`src/hdl/atd_ram.sv`:
```
// generic single-write, single-read synchronous ram with registered read data
// no dependencies
`timescale 1ns / 1ps

module atd_ram #(
  parameter int Width = 8,
  parameter int Depth = 16
) (
  input  logic                     clk_i,
  input  logic                     we_i,
  input  logic [$clog2(Depth)-1:0] waddr_i,
  input  logic [Width-1:0]         wdata_i,
  input  logic [$clog2(Depth)-1:0] raddr_i,
  output logic [Width-1:0]         rdata_o
);

  logic [Width-1:0] mem_q [Depth];
  logic [Width-1:0] rdata_q;

  // write port and registered read port
  always_ff @(posedge clk_i) begin
    if (we_i) begin
      mem_q[waddr_i] <= wdata_i;
    end
    rdata_q <= mem_q[raddr_i];
  end

  assign rdata_o = rdata_q;

endmodule

```
`config.mk`:
```
export PLATFORM = sky130hd
export DESIGN_NAME = atd_ram
export DESIGN_NICKNAME = d
export VERILOG_FILES = /design/src/hdl/atd_ram.sv
export SDC_FILE = /design/constraint.sdc
export NUM_CORES = 1
export LEC_CHECK = 0
export BUFFER_PORTS_ARGS = -buffer_cell sky130_fd_sc_hd__buf_2
export CAP_MARGIN = 10
export CORE_UTILIZATION = 60
export DETAILED_ROUTE_END_ITERATION = 12
export HOLD_SLACK_MARGIN = 0.03
export PLACE_DENSITY_LB_ADDON = 0.25
export SYNTH_ARGS = -nofsm -noshare
export SYNTH_HDL_FRONTEND = slang
export SYNTH_SLANG_ARGS = --single-unit
export TNS_END_PERCENT = 100
```
`constraint.sdc`:
```
create_clock -name clk_i -period 2.2 [get_ports clk_i]
set_input_delay 0.33 -clock clk_i [delete_from_list [all_inputs] [get_ports clk_i]]
set_output_delay 0.33 -clock clk_i [all_outputs]
set_load 0.03 [all_outputs]
```
# Yosys cells after proc, flatten, opt, wreduce, memory -nomap -nowiden
# Memories as Yosys holds them, arrays and structs flattened. A register that Yosys moved wholly into a read port is not among the register bits.
# Cells that the tools add are included.
# totals
ff_bits	0
latch_bits	0
ram_bits	128
rom_bits	0
out_inout_bits	8
word_cells	3
mem_count	1
# mem_list
memory	words	width	rd	rd_ports_with_merged_regs	wr	line_no	text
mem_q	16	8	1	1	1	17	logic [Width-1:0] mem_q [Depth];
# op_classes
addsub	0
multipliers	0
n_div	0
order_cmp	0
n_eq_ne	0
n_shift	0
n_mux	2
bitwise	0
reduce_logical	0
# op_table
op	n
2-to-1 mux 1 bit	2

# Logic depth before layout (Yosys ltp)
# Gate-level depths: netlist of run 1.
# depth
word_depth	2
mapped_depth	5

# Worst setup path after synthesis of run 1
# OpenSTA, ideal clock, no wires.
# synth_path
path_kind	in2reg
startpoint	input waddr_i[2]
endpoint	memory mem_q[0][0] (enable)
setup_time_ns	0.383
t_arrival_ns	1.440
required_ns	1.817
path_slack_ns	0.377
stages	2
cell_sequence	or3b_2 -> nor3_1
# synth_rtl
item	line_no	text
start, declared	11	input logic [$clog2(Depth)-1:0] waddr_i,
end, declared	17	
# No word-level cell before the write port.

# Worst setup path after layout of run 1
# layout_path
startpoint	register rdata_q[2] (netlist: rdata_o[2]) (read register of mem_q)
endpoint	output rdata_o[2]
# layout_rtl
item	line_no	text
start, declared	18	logic [Width-1:0] rdata_q;
end, declared	14	output logic [Width-1:0] rdata_o
# No word-level cell between the ends.

==> flow_summary_export.csv, run 1 <==
group,metric,value,unit
floorplan,starting_utilization_of_the_core_area,62.33,%
layout,most-common-layout-cells,"sky130_fd_sc_hd__edfxtp_1 (128), sky130_fd_sc_hd__buf_2 (25), sky130_fd_sc_hd__buf_4 (19)",
clock_tree,post_cts.resized_instances,0,
clock_tree,clock_sinks,136,
sta,clock_skew,8.257,ps
floorplan,die_h,94.63,um
place,detailed_place_hpwl,5769,um
setup_path,timing.critical_path.from_type,"flip-flop",
route,postRouteAntennaNets,0,
sta,rsz0062_at_grt,"no",
flow_run,drv_cap,0,
route,route.detailed.vias_per_inst,6.000,
setup_path,path_buf_inv,1,
synth,synth-simple-area-share,3.184,%
setup_path,endpoint_kind,"primary output",
synth,syn_area_per_cell,22.48,um2
hold_path,hold_path_class,"input port to flip-flop",
layout,final_core_utilization,74.08,%
synth,synth-compound-area-share,2.333,%
global_route,globalRoute.totalOverflow,0,
setup_path,critical-path-slowest-cell,"sky130_fd_sc_hd__dfxtp_1",
synth,synthCells,229,
pwr,vdd.ir_drop.worst,0.0006690,V
global_route,antenna_found_initial,0,
setup_path,worst-setup-path-type,"flip-flop to primary output",
route,route.detailed.drc,0,
synth,adder_cell_area_share_of_the_yosys_netlist,0,%
layout,post_synthesis_to_final_layout_area_growth,18.84,%
global_route,grt_pass1_wl,14480,um
floorplan,core_area,8258,um2
floorplan,placementRows,33,
synth,synth.cell_area,5147,um2
outcome,result_of_the_run,"finished clean",
clock_tree,tritoncts_clock_tree,"yes",
layout,layout.nets,302,
pwr,p_leak,2.115,nW
global_route,groute.usage.overall,24.25,%
synth,postSynthNetCount,247,
clock_tree,cts.path.max_buffers,2,
place,area_post_placement,5500,um2
synth,muxShareOfSynthArea,15.02,%
layout,fin_area,6117,um2
clock_tree,cts.reportedPaths.clkPinSlew,60,ps
setup_path,cp_data_arrival_time,1060,ps
synth,synth-warning-count,0,
sta,transition_time_at_the_pin_with_the_least_slew_margin,726.2,ps
floorplan,chip_width,94.63,um
layout,final_layout_size_suffix_gt1_share,32.32,%
synth,synth_xor_xnor_area_share,0,%
setup_path,crit_path_max_fanout,1,
synth,synth_top_family_by_area,"multiplexers",
sta,report.final.setup_viol,0,
sta,timing.setup.tns,0,ps
sta,worst_hold_slack,199.9,ps
synth,synth_seq_cells,136,
floorplan,design.die.area,8954,um2
layout,fillCellCount,478,
clock_tree,numCtsBuffers,17,
sta,slew_headroom,51.41,%
synth,synth_seq_area_share,77.78,%
global_route,vias_in_the_first_global_route,2518,
clock_tree,ctsHoldBuffers,0,
sta,slew_violations,0,
sta,fin_crit,1391,ps
route,route.detailed.wl_per_inst,23.25,um
clock_tree,h-tree-depth,4,
sta,report.final.hold_viol_count,0,
pwr,power_per_cell_area,998.5,nW/um2
global_route,grt_start_max_net_pins,33,
route,vias,2412,
setup_path,worstPathCellList,"buf_2",
sta,clock.fmax,0.7192,GHz
sta,fin_crit_sh,63.20,%
setup_path,timing.critical_path.required,1870,ps
place,placement.io_buffers,25,
floorplan,io_pins,26,
synth,synth_cell_types,19,
route,routed_wirelength,9345,um
place,finalWeightedCongestion,0.8012,
setup_path,worst_path_largest_cell_delay,340,ps
clock_tree,clock_tree.root_cell,"sky130_fd_sc_hd__clkbuf_8",
route,detailedRoute.firstIterationViolations,237,
clock_tree,clock_network_latency_to_the_later_pin_of_the_worst_skew_pair,510,ps
clock_tree,postCtsSetupBuffers,0,
layout,num_antenna_cells,0,
setup_path,crit_family,"flip-flops",
pwr,total_power,6.108,mW
route,drt-pass1-iter-count,4,
layout,layout.cells.most_common,"sky130_fd_sc_hd__edfxtp_1",
## path summary, 6_finish.rpt
kind	slack (ps)	endpoint	start	cells after the start
worst min-delay path	200	mem_q[4][4]	wdata_i[4]	1
worst max-delay path	810	rdata_o[2]	rdata_o[2]	1
worst min register to register	680	rdata_o[5]	mem_q[14][5]	3
worst max register to register	840	rdata_o[1]	mem_q[1][1]	3
## per-stage QoR
| step | cells | setup WS [ps] |
|---|---|---|
| 5_1_grt | 402 | 763.1 |
| 2_1_floorplan | 229 | 377.1 |
| 6_report | 402 | 809.5 |
| 4_1_cts | 402 | 789.7 |
| 3_3_place_gp | 370 | 419.5 |
| 3_5_place_dp | 370 | 407.9 |
## Yosys cell counts
| cell | number | share of area (%) |
|---|---|---|
| sky130_fd_sc_hd__buf_6 | 3 | 0.66 |
| sky130_fd_sc_hd__nor2_1 | 13 | 0.95 |
| sky130_fd_sc_hd__buf_2 | 3 | 0.29 |
| sky130_fd_sc_hd__clkdlybuf4s25_2 | 3 | 0.58 |
| sky130_fd_sc_hd__nor2b_1 | 1 | 0.12 |
| sky130_fd_sc_hd__mux4_1 | 14 | 7.1 |
| sky130_fd_sc_hd__buf_4 | 1 | 0.15 |
| sky130_fd_sc_hd__nand3b_1 | 2 | 0.29 |
| sky130_fd_sc_hd__nand2_1 | 9 | 0.66 |
| sky130_fd_sc_hd__dfxtp_1 | 8 | 3.1 |
| sky130_fd_sc_hd__or3b_2 | 1 | 0.17 |
| sky130_fd_sc_hd__nor3_1 | 4 | 0.39 |
| sky130_fd_sc_hd__a22oi_1 | 16 | 2.3 |
| sky130_fd_sc_hd__nand3_1 | 1 | 0.097 |
| sky130_fd_sc_hd__edfxtp_1 | 128 | 75 |
| sky130_fd_sc_hd__nand2b_1 | 2 | 0.24 |
| sky130_fd_sc_hd__and2b_1 | 1 | 0.15 |
| sky130_fd_sc_hd__mux4_2 | 18 | 7.9 |
| sky130_fd_sc_hd__and2_1 | 1 | 0.12 |
## where the power goes
| group | internal, mW | switching [mW] | total (mW) | leakage (nW) |
|---|---|---|---|---|
| clock network | 1.85 | 1.05 | 2.90 | 0.300 |
| registers | 2.90 | 0.0163 | 2.91 | 1.22 |
| logic | 0.117 | 0.182 | 0.299 | 0.591 |
| total | 4.86 | 1.24 | 6.11 | 2.11 |
## final cells by class
type | instances | area (um2) | share of cell area [%]
Clock buffer | 18 | 417.9 | 6.832
Clock inverter | 14 | 198.9 | 3.252
Multi-Input combinational cell | 83 | 1057 | 17.28
Sequential cell | 136 | 4004 | 65.45
Tap cell | 105 | 131.4 | 2.148
Timing Repair Buffer | 46 | 307.8 | 5.032
## cells by family (layout without fill, tap and decap cells)
logic type,after synthesis,count (layout)
AND/OR/NAND/NOR,35,35
buffers and inverters,10,78
flip-flops,136,136
multiplexers,32,32
AO/OA/AOI/OAI,16,16
## per-layer routing
| layer | track usage, % | part of all wire [%] |
|---|---|---|
| met4 | 10.73 | 0.86 |
| met3 | 6.441 | 7.4 |
| met5 | 0 | 0 |
| met2 | 34.65 | 49 |
| met1 | 35.76 | 43 |
## state kept, by name, indices dropped and copies added (netlist names)
name     flops
mem_q      128
rdata_o      8
Note: power is estimated with default switching activity, not from simulation.
==> inputs of run 2 (changes only) <==
- CORE_UTILIZATION: 60 -> 54
- clock period: 2.2 -> 1.1 ns (I/O delays scaled with it)
==> run 2 against run 1 <==
Against the previous run: sequential share of layout area fell by 4.3 points; register-to-register slack got worse by 1100 ps; clock-buffer cell count is the same; largest cell class unchanged; clock skew up 0.71 ps; non-clock buffer count increased by 23; core utilization decreased by 3.0 points; highest routed layer unchanged; combinational power increased to 2.6 times the previous value; first-iteration DRC count shrank 16%; global-route usage fell by 1.0 points; the run now ends with negative setup slack left.
==> flow_summary_export.csv, run 2 (synthesized netlist as in run 1, its figures left out) <==
group,metric,value,unit
clock_tree,h-tree-depth,4,
flow_run,drv_cap,0,
layout,final_core_utilization,71.04,%
layout,fillCellCount,543,
floorplan,starting_utilization_of_the_core_area,55.71,%
global_route,groute.usage.overall,23.22,%
layout,post_synthesis_to_final_layout_area_growth,27.52,%
route,route.detailed.wl_per_inst,22.64,um
layout,most-common-layout-cells,"sky130_fd_sc_hd__edfxtp_1 (128), sky130_fd_sc_hd__mux4_2 (31), sky130_fd_sc_hd__buf_4 (23)",
sta,fin_ws,-216.5,ps
sta,report.final.setup_viol,16,
setup_path,endpoint_kind,"flip-flop",
clock_tree,numCtsBuffers,17,
setup_path,critical-path-slowest-cell,"sky130_fd_sc_hd__mux4_2",
route,route.detailed.drc,0,
floorplan,die_h,99.64,um
pwr,total_power,12.24,mW
setup_path,worst-setup-path-type,"flip-flop to flip-flop",
clock_tree,cts.path.max_buffers,2,
route,vias,2564,
outcome,failed_checks,"negative setup slack",
pwr,power.clock.fraction,45.9,%
clock_tree,tritoncts_clock_tree,"yes",
sta,transition_time_at_the_pin_with_the_least_slew_margin,843.0,ps
global_route,vias_in_the_first_global_route,2750,
sta,clock.fmax,0.7596,GHz
sta,slew_headroom,43.59,%
setup_path,r2r_slack,-220,ps
global_route,globalRoute.totalOverflow,0,
pwr,power_per_cell_area,1865,nW/um2
sta,fin_crit_sh,119.7,%
outcome,result_of_the_run,"finished, violations left",
place,finalWeightedCongestion,0.7371,
sta,clock_skew,8.968,ps
setup_path,cp_data_arrival_time,1710,ps
route,drt-pass1-iter-count,4,
sta,report.final.hold_viol_count,0,
pwr,p_leak,2.216,nW
hold_path,hold_path_class,"input port to flip-flop",
floorplan,io_pins,26,
route,routed_wirelength,10160,um
setup_path,crit_path_max_fanout,1,
pwr,vdd.ir_drop.worst,0.001120,V
setup_path,timing.critical_path.from_type,"flip-flop",
clock_tree,cts.reportedPaths.clkPinSlew,60,ps
route,detailedRoute.firstIterationViolations,198,
pwr,swShare,21.23,%
floorplan,placementRows,35,
setup_path,worstPathCellList,"mux4_2, a22oi_1, nand2_1",
layout,num_antenna_cells,0,
route,route.detailed.vias_per_inst,5.710,
clock_tree,clock_tree.root_cell,"sky130_fd_sc_hd__clkbuf_8",
layout,layout.cells.most_common,"sky130_fd_sc_hd__edfxtp_1",
layout,layout.nets,325,
floorplan,chip_width,99.64,um
layout,final_layout_size_suffix_gt1_share,46.56,%
pwr,power_frac_seq,47.8,%
global_route,antenna_found_initial,0,
route,postRouteAntennaNets,0,
pwr,power_report.internal_total,9.642,mW
sta,rsz0062_at_grt,"yes",
floorplan,design.die.area,9927,um2
sta,fin_crit,1317,ps
clock_tree,postCtsSetupBuffers,0,
layout,largest_register_ff_count,128,
setup_path,timing.critical_path.required,1490,ps
place,detailed_place_hpwl,6349,um
floorplan,core_area,9240,um2
pwr,p_comb_share,6.3,%
global_route,grt_pass1_wl,15640,um
global_route,grt_start_max_net_pins,17,
sta,slew_violations,0,
clock_tree,clock_sinks,136,
place,placement.io_buffers,25,
layout,top_register,"mem_q",
pwr,power.switching,2.599,mW
setup_path,worst_path_largest_cell_delay,520,ps
clock_tree,clock_network_latency_to_the_later_pin_of_the_worst_skew_pair,510,ps
## run 2: power by group through the flow
stage          Clock (mW)  Sequential (mW)  Combinational, mW
2_1_floorplan           0             6.00              0.332
3_3_place_gp            0             5.93              0.697
3_5_place_dp            0             5.94              0.707
4_1_cts              5.69             5.85              0.777
5_1_grt              5.87             5.85              0.821
6_report             5.62             5.85              0.773
## run 2: repair_timing
item	in CTS	in global routing
hold buffers	6	0
hold endpoints to repair	82	0
cloned	0	0
gates resized for setup	26	0
endpoints found under the setup margin	16	16
pin swaps	0	1
## run 2: area by class of cell
type	count	area, um2	share of cell area, %
well taps	129	161.4	2.459
repair buffers	69	708.2	10.79
clock inverters	14	176.4	2.688
multi-input cells	83	1087	16.56
flip-flops and latches	136	4013	61.13
clock buffers	18	417.9	6.367
## run 2: path summary, 6_finish.rpt
check	start	end	cells after the start
max	mem_q[7][6]	rdata_o[6]	3
min	wdata_i[7]	mem_q[9][7]	1
max reg2reg	mem_q[7][6]	rdata_o[6]	3
min reg2reg	mem_q[14][4]	rdata_o[4]	3
## run 2: per-layer routing
layer	global-route usage (%)	part of all wire [%]
met1	31.16	41
met2	37.71	52
met3	6.535	5.6
met4	6.787	1.1
met5	0	0
## run 2: critical path: cells and delay by family, from the launching register on
family / cells / cell delay, ps
compound gates: 1 / 210
flops: 1 / 380
mux: 1 / 520
simple gates: 1 / 90
## run 2: stage by stage
step	hold WS [ps]	TNS, ps	cell area, um2	std cells	setup WS (ps)
after floorplan	263.9	-5031	5196	229	-168.0
after global placement	552.0	-25490	5836	411	-504.1
after detailed placement	562.9	-26470	5836	411	-502.9
after CTS	34.69	-1955	6564	449	-223.0
after global routing	38.08	-2310	6564	449	-255.1
final	57.07	-1630	6564	449	-216.5
==> inputs of run 3 (changes only) <==
- GPL_TIMING_DRIVEN: not set -> 0
==> run 3 against run 2 <==
Against the previous run: the flow still finishes with violations (negative setup slack); sequential power about the same; total power down 2.9%; non-clock buffer count down 30; clock-buffer cell count rose by 6; worst setup slack better by 29 ps; core utilization down 3.8 points; critical path depth unchanged; sequential share of layout area rose by 3.5 points; clock skew is 1.1 ps lower; via count is 7.2% lower.
==> flow_summary_export.csv, run 3 (synthesized netlist as in run 1, its figures left out) <==
group,metric,value,unit
outcome,result_of_the_run,"finished, violations left",
outcome,failed_checks,"negative setup slack",
sta,report.final.setup_viol,16,
global_route,vias_in_the_first_global_route,2507,
sta,report.final.hold_viol_count,0,
clock_tree,cts.reportedPaths.clkPinSlew,60,ps
floorplan,die_h,99.64,um
place,placement.io_buffers,24,
sta,clock.fmax,0.7764,GHz
setup_path,worst_path_largest_cell_delay,490,ps
hold_path,hold_path_class,"input port to flip-flop",
flow_run,drv_cap,0,
setup_path,cp_data_arrival_time,1670,ps
layout,multi_input_comb_area,1126,um2
sta,transition_time_at_the_pin_with_the_least_slew_margin,924.3,ps
setup_path,path_buf_inv,0,
setup_path,reg2reg_depth,3,
floorplan,design.die.area,9927,um2
route,route.detailed.vias_per_inst,5.678,
layout,top_register,"mem_q",
route,drt-pass1-iter-count,4,
route,detailedRoute.firstIterationViolations,143,
clock_tree,clock_tree.root_cell,"sky130_fd_sc_hd__clkbuf_8",
global_route,grt_start_max_net_pins,17,
place,finalWeightedCongestion,0.7169,
sta,fin_ws,-187.9,ps
floorplan,placementRows,35,
clock_tree,numCtsBuffers,17,
setup_path,timing.critical_path.required,1480,ps
layout,largest_register_ff_count,128,
layout,post_synthesis_to_final_layout_area_growth,20.61,%
route,route.detailed.wl_per_inst,22.38,um
clock_tree,tritoncts_clock_tree,"yes",
setup_path,endpoint_kind,"flip-flop",
clock_tree,cts.path.max_buffers,2,
setup_path,crit_path_max_fanout,1,
sta,clock_skew,7.907,ps
setup_path,crit_family,"multiplexers",
floorplan,core_area,9240,um2
setup_path,worst-setup-path-type,"flip-flop to flip-flop",
pwr,p_leak,2.017,nW
clock_tree,clock_network_latency_to_the_later_pin_of_the_worst_skew_pair,510,ps
setup_path,worst-path-stages,3,
sta,fin_crit,1288,ps
place,detailed_place_hpwl,5926,um
global_route,antenna_found_initial,0,
global_route,groute.usage.overall,21.52,%
pwr,power_per_cell_area,1915,nW/um2
pwr,total_power,11.89,mW
layout,most-common-layout-cells,"sky130_fd_sc_hd__edfxtp_1 (128), sky130_fd_sc_hd__mux4_2 (32), sky130_fd_sc_hd__buf_2 (19)",
route,routed_wirelength,9376,um
floorplan,io_pins,26,
sta,slew_headroom,38.15,%
sta,fin_crit_sh,117.1,%
layout,layout.cells.most_common,"sky130_fd_sc_hd__edfxtp_1",
setup_path,critical-path-slowest-cell,"sky130_fd_sc_hd__mux4_2",
layout,layout.nets,295,
clock_tree,h-tree-depth,4,
layout,fillCellCount,595,
layout,fin_area,6208,um2
layout,final_layout_size_suffix_gt1_share,43.79,%
route,postRouteAntennaNets,0,
sta,rsz0062_at_grt,"yes",
pwr,vdd.ir_drop.worst,0.001104,V
layout,num_antenna_cells,0,
sta,slew_violations,0,
clock_tree,clock_sinks,136,
route,route.detailed.drc,0,
floorplan,starting_utilization_of_the_core_area,55.71,%
hold_path,hold_path_depth,1,
route,vias,2379,
global_route,globalRoute.totalOverflow,0,
setup_path,timing.critical_path.from_type,"flip-flop",
place,area_post_placement,5478,um2
clock_tree,postCtsSetupBuffers,0,
setup_path,worstPathCellList,"mux4_2, a22oi_2, nand2_1",
global_route,grt_pass1_wl,14590,um
floorplan,chip_width,99.64,um
layout,final_core_utilization,67.19,%
layout,regArea,4013,um2
-- run 3: cell types whose count changed in the layout (fill, tap and decap cells not counted), moves of 7 or more --
cell | before | now
sky130_fd_sc_hd__a22oi_2 | 3 | 10
sky130_fd_sc_hd__a22oi_1 | 13 | 6
sky130_fd_sc_hd__buf_4 | 23 | 0
sky130_fd_sc_hd__buf_12 | 15 | 3
-- run 3: final cells by class --
cell class / count / area share [%]
sequential: 136 / 64.63
multi-input combinational: 83 / 18.14
clock buffer: 24 / 7.578
timing repair buffer: 29 / 3.547
tap: 129 / 2.600
buffer: 10 / 1.935
clock inverter: 8 / 1.572
-- run 3: worst paths after layout --
path	endpoint	startpoint	slack, ps
worst max-delay path	rdata_o[4]	mem_q[3][4]	-190
worst min-delay path	mem_q[14][7]	wdata_i[7]	40
worst max register to register	rdata_o[4]	mem_q[3][4]	-190
worst min register to register	rdata_o[5]	mem_q[6][5]	680
-- run 3: power breakdown --
part           internal (mW)  switching (mW)  total, mW  leakage (nW)
sequential              5.80          0.0367       5.84          1.22
combinational          0.317           0.400      0.717         0.520
clock                   3.39            1.94       5.33         0.273
-- run 3: what timing repair did --
item                                    in CTS  in global routing
hold endpoints to repair                    37                  0
hold buffers                                 5                  0
pin swaps                                    2                  3
endpoints found under the setup margin      25                 32
resized for setup                           30                  7
-- run 3: layer usage --
metal,routed length (um),track usage [%]
met1,3906,28.87
met2,4819,34.94
met5,0,0
met4,133,7.805
met3,516,5.130
-- run 3: worst register-to-register path: stages, from the launching register on --
cell and delay [ps]:
sky130_fd_sc_hd__edfxtp_1 370, sky130_fd_sc_hd__mux4_2 490, sky130_fd_sc_hd__a22oi_2 210, sky130_fd_sc_hd__nand2_1 100
-- run 3: per-stage QoR --
| stage | TNS (ps) | worst slack [ps] | cells | hold slack [ps] |
|---|---|---|---|---|
| after CTS | -1565 | -184.7 | 419 | 31.71 |
| after global placement | -54540 | -538.3 | 382 | 548.9 |
| final | -1242 | -187.9 | 419 | 43.45 |
| after global routing | -1805 | -196.6 | 419 | 40.09 |
| after detailed placement | -55120 | -543.0 | 382 | 555.9 |
| after floorplan | -5031 | -168.0 | 229 | 263.9 |
